==> src/sqlx_pkg.sv <==
package sqlx_pkg;

  localparam int OffsetBitsDefault   = 32;
  localparam int PositionBitsDefault = 16;
  localparam int KeywordChars        = 8;
  localparam int KindBits            = 6;

  localparam logic [5:0] K_END     = 6'd0;
  localparam logic [5:0] K_IDENT   = 6'd1;
  localparam logic [5:0] K_KW0     = 6'd2;
  localparam logic [5:0] K_INT     = 6'd20;
  localparam logic [5:0] K_FLOAT   = 6'd21;
  localparam logic [5:0] K_STRING  = 6'd22;
  localparam logic [5:0] K_LPAREN  = 6'd23;
  localparam logic [5:0] K_RPAREN  = 6'd24;
  localparam logic [5:0] K_COMMA   = 6'd25;
  localparam logic [5:0] K_SEMI    = 6'd26;
  localparam logic [5:0] K_DOT     = 6'd27;
  localparam logic [5:0] K_EQ      = 6'd28;
  localparam logic [5:0] K_NE      = 6'd29;
  localparam logic [5:0] K_LT      = 6'd30;
  localparam logic [5:0] K_LE      = 6'd31;
  localparam logic [5:0] K_GT      = 6'd32;
  localparam logic [5:0] K_GE      = 6'd33;
  localparam logic [5:0] K_PLUS    = 6'd34;
  localparam logic [5:0] K_MINUS   = 6'd35;
  localparam logic [5:0] K_STAR    = 6'd36;
  localparam logic [5:0] K_SLASH   = 6'd37;
  localparam logic [5:0] K_INVALID = 6'd38;

  typedef struct packed {
    logic [7:0] char_byte;
    logic       is_end;
  } in_word_t;

  typedef struct packed {
    logic [5:0]  token_kind;
    logic [31:0] start_offset;
    logic [15:0] token_length;
    logic [15:0] start_line;
    logic [15:0] start_column;
    logic        last_of_run;
  } out_word_t;

  // Byte classes computed by the front stage.
  typedef struct packed {
    logic       is_end;
    logic [7:0] ch;
    logic       alpha;
    logic       digit;
    logic       space;
    logic       quote;
    logic       newline;
    logic [5:0] punct;
  } cls_t;

  localparam int KwCount = 18;
  typedef logic [63:0] kw_word_t;

  function automatic kw_word_t kw_pattern(input int i);
    unique case (i)
      0: kw_pattern = 64'h0000_4554_4145_5243; // CREATE
      1: kw_pattern = 64'h4553_4142_4154_4144; // DATABASE
      2: kw_pattern = 64'h0000_0000_0045_5355; // USE
      3: kw_pattern = 64'h0000_0045_4C42_4154; // TABLE
      4: kw_pattern = 64'h0000_0000_0054_4E49; // INT
      5: kw_pattern = 64'h0000_454C_4255_4F44; // DOUBLE
      6: kw_pattern = 64'h0052_4148_4352_4156; // VARCHAR
      7: kw_pattern = 64'h0000_5452_4553_4E49; // INSERT
      8: kw_pattern = 64'h0000_0000_4F54_4E49; // INTO
      9: kw_pattern = 64'h0000_5345_554C_4156; // VALUES
      10: kw_pattern = 64'h0000_5443_454C_4553; // SELECT
      11: kw_pattern = 64'h0000_4554_454C_4544; // DELETE
      12: kw_pattern = 64'h0000_4554_4144_5055; // UPDATE
      13: kw_pattern = 64'h0000_0000_0054_4553; // SET
      14: kw_pattern = 64'h0000_0000_4D4F_5246; // FROM
      15: kw_pattern = 64'h0000_0045_5245_4857; // WHERE
      16: kw_pattern = 64'h0000_0000_0044_4E41; // AND
      default: kw_pattern = 64'h0000_0000_0000_524F; // OR
    endcase
  endfunction

endpackage

==> src/sqlx_front.sv <==
module sqlx_front (
  input  logic              clk,
  input  logic              rst,
  input  sqlx_pkg::in_word_t in_word,
  input  logic              in_valid,
  output logic              in_ready,
  output sqlx_pkg::cls_t    cls,
  output logic              cls_valid,
  input  logic              cls_ready
);

  sqlx_pkg::cls_t cls_next;
  logic [7:0]     c;

  assign in_ready = !cls_valid || cls_ready;
  assign c = in_word.char_byte;

  always_comb begin
    cls_next.is_end  = in_word.is_end;
    cls_next.ch      = c;
    cls_next.alpha   = (c >= 8'h41 && c <= 8'h5A) || (c >= 8'h61 && c <= 8'h7A) || c == 8'h5F;
    cls_next.digit   = c >= 8'h30 && c <= 8'h39;
    cls_next.space   = c == 8'h20 || (c >= 8'h09 && c <= 8'h0D);
    cls_next.quote   = c == 8'h27;
    cls_next.newline = c == 8'h0A;
    unique case (c)
      8'h28: cls_next.punct = sqlx_pkg::K_LPAREN;
      8'h29: cls_next.punct = sqlx_pkg::K_RPAREN;
      8'h2C: cls_next.punct = sqlx_pkg::K_COMMA;
      8'h3B: cls_next.punct = sqlx_pkg::K_SEMI;
      8'h2E: cls_next.punct = sqlx_pkg::K_DOT;
      8'h3D: cls_next.punct = sqlx_pkg::K_EQ;
      8'h2B: cls_next.punct = sqlx_pkg::K_PLUS;
      8'h2D: cls_next.punct = sqlx_pkg::K_MINUS;
      8'h2A: cls_next.punct = sqlx_pkg::K_STAR;
      8'h2F: cls_next.punct = sqlx_pkg::K_SLASH;
      default: cls_next.punct = sqlx_pkg::K_INVALID;
    endcase
  end

  always_ff @(posedge clk) begin
    if (rst) begin
      cls_valid <= 1'b0;
    end else if (in_ready) begin
      cls_valid <= in_valid;
    end
    if (in_ready && in_valid) begin
      cls <= cls_next;
    end
  end

endmodule

==> src/sqlx_fifo.sv <==
module sqlx_fifo #(
  parameter int Width = 8
) (
  input  logic             clk,
  input  logic             rst,
  input  logic [Width-1:0] wr_data,
  input  logic             wr_valid,
  output logic             wr_ready,
  output logic [Width-1:0] rd_data,
  output logic             rd_valid,
  input  logic             rd_ready
);

  logic [Width-1:0] mem [2];
  logic             wptr;
  logic             rptr;
  logic [1:0]       count;

  assign wr_ready = count != 2'd2;
  assign rd_valid = count != 2'd0;
  assign rd_data  = mem[rptr];

  always_ff @(posedge clk) begin
    if (rst) begin
      wptr  <= 1'b0;
      rptr  <= 1'b0;
      count <= 2'd0;
    end else begin
      if (wr_valid && wr_ready) wptr <= !wptr;
      if (rd_valid && rd_ready) rptr <= !rptr;
      count <= count + {1'b0, wr_valid && wr_ready} - {1'b0, rd_valid && rd_ready};
    end
    if (wr_valid && wr_ready) mem[wptr] <= wr_data;
  end

endmodule

==> src/sqlx_back.sv <==
module sqlx_back #(
  parameter int OffsetBits   = sqlx_pkg::OffsetBitsDefault,
  parameter int PositionBits = sqlx_pkg::PositionBitsDefault
) (
  input  logic               clk,
  input  logic               rst,
  input  sqlx_pkg::cls_t     cls,
  input  logic               cls_valid,
  output logic               cls_ready,
  output sqlx_pkg::out_word_t out_word,
  output logic               out_valid,
  input  logic               out_ready
);

  typedef enum logic [9:0] {
    M_IDLE     = 10'b00_0000_0001,
    M_IDENT    = 10'b00_0000_0010,
    M_INT      = 10'b00_0000_0100,
    M_INT_DOT  = 10'b00_0000_1000,
    M_FLOAT    = 10'b00_0001_0000,
    M_STRING   = 10'b00_0010_0000,
    M_STRING_Q = 10'b00_0100_0000,
    M_BANG     = 10'b00_1000_0000,
    M_LESS     = 10'b01_0000_0000,
    M_GREATER  = 10'b10_0000_0000
  } mode_t;

  localparam logic [15:0] LenMax = 16'hFFFF;
  localparam logic [PositionBits-1:0] PosMax = '1;
  localparam logic [PositionBits-1:0] PosOne = PositionBits'(1);

  typedef struct packed {
    logic [5:0]              kind;
    logic [OffsetBits-1:0]   off;
    logic [15:0]             len;
    logic [PositionBits-1:0] line;
    logic [PositionBits-1:0] col;
  } tok_t;

  mode_t mode, mode_next;
  logic [OffsetBits-1:0]   pos, tstart, dot_off;
  logic [PositionBits-1:0] line, col, tline, tcol, dot_line, dot_col;
  logic [15:0]             tbytes, tbytes_next;
  logic [63:0]             kwbuf, kwbuf_next;
  logic [3:0]              kwn, kwn_next;

  // Output slots: up to three tokens per byte, drained one a cycle while out_ready is high.
  tok_t       slot [3];
  tok_t       slot_next [3];
  logic [1:0] nslot, nslot_next;
  logic [1:0] rd, rd_next;
  logic       busy;

  logic [5:0]  ident_kind;
  logic [7:0]  up;
  logic [15:0] g1, g2;
  tok_t        pend, dot_tok;
  logic        absorbed;
  logic        do_tok;
  logic [5:0]  single_kind;

  assign busy      = rd != nslot;
  assign cls_ready = !busy || (rd == nslot - 2'd1 && out_ready);
  assign g1 = (tbytes == LenMax) ? LenMax : tbytes + 16'd1;
  assign g2 = (tbytes >= 16'hFFFE) ? LenMax : tbytes + 16'd2;

  always_comb begin
    ident_kind = sqlx_pkg::K_IDENT;
    if (kwn <= 4'd8) begin
      for (int i = sqlx_pkg::KwCount - 1; i >= 0; i--) begin
        if (kwbuf == sqlx_pkg::kw_pattern(i)) ident_kind = sqlx_pkg::K_KW0 + 6'(i);
      end
    end
  end

  assign up = (cls.ch >= 8'h61 && cls.ch <= 8'h7A) ? cls.ch - 8'd32 : cls.ch;

  always_comb begin
    pend    = '{kind: sqlx_pkg::K_END, off: tstart, len: tbytes, line: tline, col: tcol};
    dot_tok = '{kind: sqlx_pkg::K_DOT, off: dot_off, len: 16'd1, line: dot_line, col: dot_col};
    mode_next   = mode;
    tbytes_next = tbytes;
    kwbuf_next  = kwbuf;
    kwn_next    = kwn;
    nslot_next  = 2'd0;
    for (int i = 0; i < 3; i++) slot_next[i] = slot[i];
    absorbed    = 1'b0;
    do_tok      = 1'b0;
    single_kind = cls.punct;
    if (cls.is_end) begin
      unique case (mode)
        M_IDENT: begin pend.kind = ident_kind; do_tok = 1'b1; end
        M_INT: begin pend.kind = sqlx_pkg::K_INT; do_tok = 1'b1; end
        M_INT_DOT: begin
          pend.kind = sqlx_pkg::K_INT; do_tok = 1'b1;
        end
        M_FLOAT: begin pend.kind = sqlx_pkg::K_FLOAT; do_tok = 1'b1; end
        M_STRING: begin pend.kind = sqlx_pkg::K_INVALID; do_tok = 1'b1; end
        M_STRING_Q: begin pend.kind = sqlx_pkg::K_STRING; do_tok = 1'b1; end
        M_BANG: begin pend.kind = sqlx_pkg::K_INVALID; do_tok = 1'b1; end
        M_LESS: begin pend.kind = sqlx_pkg::K_LT; do_tok = 1'b1; end
        M_GREATER: begin pend.kind = sqlx_pkg::K_GT; do_tok = 1'b1; end
        default: ;
      endcase
      if (do_tok) begin
        slot_next[nslot_next] = pend;
        nslot_next = nslot_next + 2'd1;
      end
      if (mode == M_INT_DOT) begin
        slot_next[nslot_next] = dot_tok;
        nslot_next = nslot_next + 2'd1;
      end
      slot_next[nslot_next] = '{kind: sqlx_pkg::K_END, off: pos, len: 16'd0,
                                line: line, col: col};
      nslot_next = nslot_next + 2'd1;
      mode_next = M_IDLE;
    end else begin
      mode_next = M_IDLE;
      unique case (mode)
        M_IDENT:
          if (cls.alpha || cls.digit) begin
            absorbed = 1'b1; tbytes_next = g1; mode_next = M_IDENT;
            if (kwn < 4'd8) kwbuf_next = kwbuf | (64'(up) << {kwn[2:0], 3'b000});
            if (kwn <= 4'd8) kwn_next = kwn + 4'd1;
          end else begin pend.kind = ident_kind; do_tok = 1'b1; end
        M_INT:
          if (cls.digit) begin absorbed = 1'b1; tbytes_next = g1; mode_next = M_INT; end
          else if (cls.punct == sqlx_pkg::K_DOT) begin
            absorbed = 1'b1; mode_next = M_INT_DOT;
          end else begin pend.kind = sqlx_pkg::K_INT; do_tok = 1'b1; end
        M_INT_DOT:
          if (cls.digit) begin absorbed = 1'b1; tbytes_next = g2; mode_next = M_FLOAT; end
          else begin pend.kind = sqlx_pkg::K_INT; do_tok = 1'b1; end
        M_FLOAT:
          if (cls.digit) begin absorbed = 1'b1; tbytes_next = g1; mode_next = M_FLOAT; end
          else begin pend.kind = sqlx_pkg::K_FLOAT; do_tok = 1'b1; end
        M_STRING: begin
          absorbed = 1'b1; tbytes_next = g1;
          mode_next = cls.quote ? M_STRING_Q : M_STRING;
        end
        M_STRING_Q:
          if (cls.quote) begin absorbed = 1'b1; tbytes_next = g1; mode_next = M_STRING; end
          else begin pend.kind = sqlx_pkg::K_STRING; do_tok = 1'b1; end
        M_BANG:
          if (cls.ch == 8'h3D) begin
            absorbed = 1'b1; pend.len = g1; pend.kind = sqlx_pkg::K_NE; do_tok = 1'b1;
          end else begin pend.kind = sqlx_pkg::K_INVALID; do_tok = 1'b1; end
        M_LESS:
          if (cls.ch == 8'h3D || cls.ch == 8'h3E) begin
            absorbed = 1'b1; pend.len = g1; do_tok = 1'b1;
            pend.kind = (cls.ch == 8'h3D) ? sqlx_pkg::K_LE : sqlx_pkg::K_NE;
          end else begin pend.kind = sqlx_pkg::K_LT; do_tok = 1'b1; end
        M_GREATER:
          if (cls.ch == 8'h3D) begin
            absorbed = 1'b1; pend.len = g1; pend.kind = sqlx_pkg::K_GE; do_tok = 1'b1;
          end else begin pend.kind = sqlx_pkg::K_GT; do_tok = 1'b1; end
        default: ;
      endcase
      if (do_tok) begin
        slot_next[nslot_next] = pend;
        nslot_next = nslot_next + 2'd1;
      end
      if (mode == M_INT_DOT && !cls.digit) begin
        slot_next[nslot_next] = dot_tok;
        nslot_next = nslot_next + 2'd1;
      end
      if (!absorbed && !cls.space) begin
        tbytes_next = 16'd1;
        if (cls.alpha) begin
          mode_next  = M_IDENT;
          kwbuf_next = 64'(up);
          kwn_next   = 4'd1;
        end else if (cls.digit) mode_next = M_INT;
        else if (cls.quote) mode_next = M_STRING;
        else if (cls.ch == 8'h21) mode_next = M_BANG;
        else if (cls.ch == 8'h3C) mode_next = M_LESS;
        else if (cls.ch == 8'h3E) mode_next = M_GREATER;
        else begin
          slot_next[nslot_next] = '{kind: single_kind, off: pos, len: 16'd1,
                                    line: line, col: col};
          nslot_next = nslot_next + 2'd1;
        end
      end
    end
  end

  logic take;
  assign take = cls_valid && cls_ready;

  always_comb begin
    rd_next = rd;
    if (out_valid && out_ready) rd_next = rd + 2'd1;
    if (take) rd_next = 2'd0;
  end

  always_ff @(posedge clk) begin
    if (rst) begin
      mode  <= M_IDLE;
      pos   <= '0;
      line  <= PosOne;
      col   <= PosOne;
      tstart <= '0;
      tline <= PosOne;
      tcol  <= PosOne;
      tbytes <= '0;
      kwbuf <= '0;
      kwn   <= '0;
      dot_off <= '0;
      dot_line <= PosOne;
      dot_col <= PosOne;
      nslot <= 2'd0;
      rd    <= 2'd0;
    end else begin
      rd <= rd_next;
      if (take) begin
        nslot <= nslot_next;
        for (int i = 0; i < 3; i++) slot[i] <= slot_next[i];
        if (cls.is_end) begin
          mode  <= M_IDLE;
          pos   <= '0;
          line  <= PosOne;
          col   <= PosOne;
          tstart <= '0;
          tline <= PosOne;
          tcol  <= PosOne;
          tbytes <= '0;
          kwbuf <= '0;
          kwn   <= '0;
          dot_off <= '0;
          dot_line <= PosOne;
          dot_col <= PosOne;
        end else begin
          mode   <= mode_next;
          tbytes <= tbytes_next;
          kwbuf  <= kwbuf_next;
          kwn    <= kwn_next;
          if (!absorbed && !cls.space) begin
            tstart <= pos;
            tline  <= line;
            tcol   <= col;
          end
          if (mode == M_INT && cls.punct == sqlx_pkg::K_DOT) begin
            dot_off  <= pos;
            dot_line <= line;
            dot_col  <= col;
          end
          pos <= pos + OffsetBits'(1);
          if (cls.newline) begin
            if (line != PosMax) line <= line + PosOne;
            col <= PosOne;
          end else if (col != PosMax) begin
            col <= col + PosOne;
          end
        end
      end
    end
  end

  assign out_valid = busy;
  always_comb begin
    out_word.token_kind   = slot[rd].kind;
    out_word.start_offset = 32'(slot[rd].off);
    out_word.token_length = slot[rd].len;
    out_word.start_line   = 16'(slot[rd].line);
    out_word.start_column = 16'(slot[rd].col);
    out_word.last_of_run  = rd == nslot - 2'd1;
  end

endmodule

==> src/sql_token_lexer.sv <==
// Channel | Signals                       | Word
// in      | in_valid, in_ready, in_word   | sqlx_pkg::in_word_t
// out     | out_valid, out_ready, out_word | sqlx_pkg::out_word_t
//
// One byte per cycle is sustained when no byte yields more than one token and
// out_ready stays high. A byte yielding several tokens holds the back end
// while they drain. Bytes pass the classifier register and the two-entry
// queue before the back end's output slots. Reset clears all control state.
module sql_token_lexer #(
  parameter int OffsetBits   = sqlx_pkg::OffsetBitsDefault,
  parameter int PositionBits = sqlx_pkg::PositionBitsDefault
) (
  input  logic                clk,
  input  logic                rst,
  input  sqlx_pkg::in_word_t  in_word,
  input  logic                in_valid,
  output logic                in_ready,
  output sqlx_pkg::out_word_t out_word,
  output logic                out_valid,
  input  logic                out_ready
);

  sqlx_pkg::cls_t cls_f, cls_q;
  logic           f_valid, f_ready, q_valid, q_ready;

  sqlx_front u_front (
    .clk, .rst, .in_word, .in_valid, .in_ready,
    .cls(cls_f), .cls_valid(f_valid), .cls_ready(f_ready)
  );

  sqlx_fifo #(.Width($bits(sqlx_pkg::cls_t))) u_fifo (
    .clk, .rst,
    .wr_data(cls_f), .wr_valid(f_valid), .wr_ready(f_ready),
    .rd_data(cls_q), .rd_valid(q_valid), .rd_ready(q_ready)
  );

  sqlx_back #(.OffsetBits(OffsetBits), .PositionBits(PositionBits)) u_back (
    .clk, .rst, .cls(cls_q), .cls_valid(q_valid), .cls_ready(q_ready),
    .out_word, .out_valid, .out_ready
  );

endmodule

==> config.mk <==
export PLATFORM = sky130hd
export DESIGN_NAME = sql_token_lexer
export DESIGN_NICKNAME = d
export VERILOG_FILES = /design/src/sqlx_pkg.sv /design/src/sqlx_front.sv /design/src/sqlx_fifo.sv /design/src/sqlx_back.sv /design/src/sql_token_lexer.sv
export SDC_FILE = /design/constraint.sdc
export NUM_CORES = 1
export LEC_CHECK = 0
export ABC_AREA = 1
export BUFFER_PORTS_ARGS = -buffer_cell sky130_fd_sc_hd__buf_2
export CAP_MARGIN = 20
export CORE_MARGIN = 2
export CORE_UTILIZATION = 50
export DETAILED_ROUTE_END_ITERATION = 8
export PLACE_DENSITY = 0.69
export SYNTH_ARGS = -nofsm -noshare
export SYNTH_HDL_FRONTEND = slang
export SYNTH_SLANG_ARGS = --single-unit
==> constraint.sdc <==
create_clock -name clk -period 10.7 [get_ports clk]
set_clock_uncertainty 0.05 [all_clocks]
set_input_delay 0.535 -clock clk [delete_from_list [all_inputs] [get_ports clk]]
set_output_delay 0.535 -clock clk [all_outputs]
set_load 0.03 [all_outputs]
==> results by group <==
Power
  – Peak supply drop: 138.2 uV
  – Power, Total: 8.456 mW
  – Lkg Pwr: 14.00 nW
  – P per Cell Area: 239.9 nW/um^2

Clocking
  – Post-CTS Setup Bufs: 0
  – TritonCTS Buffers: 66
  – Clk slew on worst S/H paths: 60 ps
  – CTS tree: built
  – Hold-fix buffers at CTS: 0
  – PostCTS Resize Cnt: 0
  – CTS H-tree depth: 3
  – Clk root buf: clkbuf_16
  – Clock sinks: 601
  – Maximum clock path buffer count: 3
  – Skew-Pair Late Insertion Delay: 610 ps

Synth
  – Cell Area, Synth: 32080 sq um
  – Compound-cell area share of the yosys netlist: 0.1660
  – Async SR Flop Fraction: 0
  – Post-synth top flop: edfxtp_1
  – Post-Syn Nets: 4341
  – Area leader, netlist: edfxtp_1
  – Number of flops mapped to enable cells by yosys: 303
  – Area share of and/or/nand/nor cells after synthesis: 0.2695
  – Post-synthesis cell type count: 54
  – Seq cells post-synth: 601
  – Synth area leaders: edfxtp_1 28%, dfxtp_1 19%, nand2_1 9.7%
  – Syn Area/Cell: 7.436 sq um
  – Mux share of post-synthesis cell area: 0.0003120
  – YS warnings: 0
  – Post-synthesis sequential area ratio: 0.4696
  – Area share of the largest cell type after synthesis: 0.2836
  – Syn Inst Count: 4314
  – XOR/XNOR share of the synthesized area: 0.009283
  – Largest family of logic cells by synthesized area: simple AND/OR/NAND/NOR gates
  – Adder-cell area share of the yosys netlist: 0.005460

Final layout
  – Area of the multi-input gates: 14550 sq um
  – Reg area: 15070 sq um
  – N_diodes: 0
  – Post-synthesis to final-layout area growth: 9.879%
  – Layout cells sized above 1: 0.07163
  – Net count, final: 4303
  – # fillers: 5934

Floorplan
  – Number of cell rows: 92
  – Starting Density: 0.5076
  – Die H: 257.3 um
  – Core footprint: 63200 sq um
  – Full die area: 66200 sq um
  – I/O pin total: 102
  – Die extent in x: 257.3 um

Placement
  – Routability Congestion: 0.9650
  – Placed wire-length estimate: 64.26 mm
  – PortBufs: 101

Setup path
  – CP Cell Sequence: inv_4, nand2_1, nand2_1, nor2_4, buf_4, inv_2, o21ai_1, nor2_1, o21ai_2, nor3_4, buf_4, ha_1, nand3_4, buf_4, o21ai_4, buf_4, nand2_1, nand3_1
  – Critical path type: reg2reg
  – Startpoint type of the worst setup path: register
  – Worst path slowest cell: buf_4
  – Max stage delay on crit path: 800 ps
  – CP top delay family: buffers and inverters
  – Crit path max fanout: 72
  – CP dominant cell by count: buf_4
  – Critical path required time: 11120 ps
  – Worst Setup End Kind: register
  – CP bufs+invs: 6
  – CP arrival: 6050 ps

GRT
  – GRT Util Overall: 0.3056
  – Initial antenna violation count: 3
  – Remaining Overflow, GRT: 0
  – Vias in the first global route: 28275
  – Pin count of the biggest net entering global routing: 100
  – First-pass GRT wire length: 160.8 mm

Routing
  – Total Wirelength: 103.1 mm
  – Final antenna-violating net count: 0
  – DR WL/cell: 19.93 um
  – DRC viols: 0
  – First-pass iteration count of the detailed router: 8
  – Vias: 30527
  – Via/cell ratio: 5.900
  – DRT iter0 DRCs: 3539

STA
  – Peak Freq: 177.6 MHz
  – Relative slew slack: 0.2765
  – Worst-Margin Slew: 1085 ps
  – TNS Setup: 0 ps
  – Final period demand of the worst path: 5629 ps
  – Final setup fails: 0
  – Period utilization: 0.5261
  – Max Slew Vio Count: 0
  – Final Hold Fails: 0
  – RSZ-0062 raised after global routing: no

Min path
  – Worst Hold Class: in2reg

Run
  – Max Cap Viol: 0

Run status
  – Status: finished, final reports clean
[area by class of cell]
type / count / share of cell area
well taps: 846 / 0.03003
clock buffers: 108 / 0.06038
inverters: 400 / 0.04291
multi-input cells: 3068 / 0.4127
repair buffers: 139 / 0.02265
flip-flops and latches: 601 / 0.4276
clock inverters: 12 / 0.003727
[cell usage after synthesis (7+ instances only)]
master / n
dfxtp_1: 298
o22ai_1: 68
inv_1: 370
inv_2: 18
clkinv_1: 10
nand3_1: 247
nand4_1: 54
nand2_2: 8
nor4_1: 26
o211ai_1: 85
nand2_1: 825
nand3b_1: 7
o21ai_0: 318
edfxtp_1: 303
buf_1: 16
nor2_1: 744
o31ai_1: 15
ha_1: 14
buf_6: 7
buf_2: 45
buf_4: 7
o21ai_1: 12
nor3_1: 139
clkbuf_1: 170
a22oi_1: 36
xor2_1: 33
a22o_1: 8
a21oi_1: 358
a211oi_1: 13
[worst register-to-register path, delay by kind of cell (launching register included)]
family / cells / cell delay (ps)
buffers and inverters: 6 / 2810
AO/OA/AOI/OAI: 3 / 440
flip-flops: 1 / 530
AND/OR/NAND/NOR: 8 / 1320
adder cells (fa/ha/maj): 1 / 350
[per-layer routing]
metal | up-vias | wire, um | GRT usage
met4 | 0 | 3396 | 0.1185
met5 | - | 0 | 0
met1 | 14282 | 43720 | 0.4273
li1 | 14478 | - | -
met3 | 202 | 10950 | 0.05969
met2 | 1565 | 45070 | 0.4676
[stage by stage]
stage	setup slack [ps]	instances	util	area [sq um]	hold slack [ps]
after floorplan	1444	4314	-	32080	371.5
after global placement	4859	5053	0.5218	32970	374.8
after detailed placement	5145	5054	0.5220	32990	380.4
after CTS	5123	5174	0.5578	35250	35.42
after global routing	4740	5174	0.5578	35250	58.82
final	5071	5174	0.5578	35250	62.50
[worst paths after layout]
check	startpoint	endpoint	slack [ps]	depth (start not counted)
worst max-delay path	register	u_back.slot[0][59]	5070	18
worst min-delay path	in_word[0]	u_front.cls[19]	60	1
worst max register to register	register	u_back.slot[0][59]	5070	18
worst min register to register	u_front.cls[16]	u_fifo.mem[0][16]	390	0
[sequential cells by signal, indices dropped and copies added, names as in the netlist, 2 cells and up, named ones only]
register	count
u_back.tstart	32
u_back.kwbuf	64
u_back.slot	243
u_back.dot_line	16
u_front.cls	20
u_back.pos	32
u_back.dot_off	32
u_back.dot_col	16
u_back.tbytes	16
u_fifo.count	2
u_back.rd	2
u_back.line	16
u_back.mode	10
u_back.nslot	2
u_fifo.mem	40
u_back.kwn	4
u_back.tline	16
u_back.tcol	16
u_back.col	16
[layout by cell type, fill, tap and decap left out, drive strengths merged, types with 7 or more instances in the layout]
master  Yosys  layout
a211oi     13      13
a21oi     358     358
a22o        8       8
a22oi      36      36
buf        75     139
clkbuf    170     108
clkinv     10      19
dfxtp     298     298
edfxtp    303     303
ha         14      14
inv       390     392
nand2     836     836
nand3     249     249
nand3b      7       7
nand4      54      54
nor2      751     751
nor3      142     142
nor4       26      26
o211ai     85      85
o21ai     339     339
o22ai      68      68
o31ai      15      15
xor2       33      33
[logic make-up after synthesis]
family                   Yosys count
AO/OA/AOI/OAI                    943
AND/OR/NAND/NOR                 2076
adder cells (fa/ha/maj)           14
XOR/XNOR                          34
buffers and inverters            645
flip-flops                       601
multiplexers                       1
[power breakdown]
| group | internal [mW] | switching [mW] |
|---|---|---|
| clock network | 1.39 | 0.966 |
| logic | 0.714 | 2.06 |
| registers | 2.98 | 0.341 |
No activity file was read; power rests on OpenSTA's default activity.
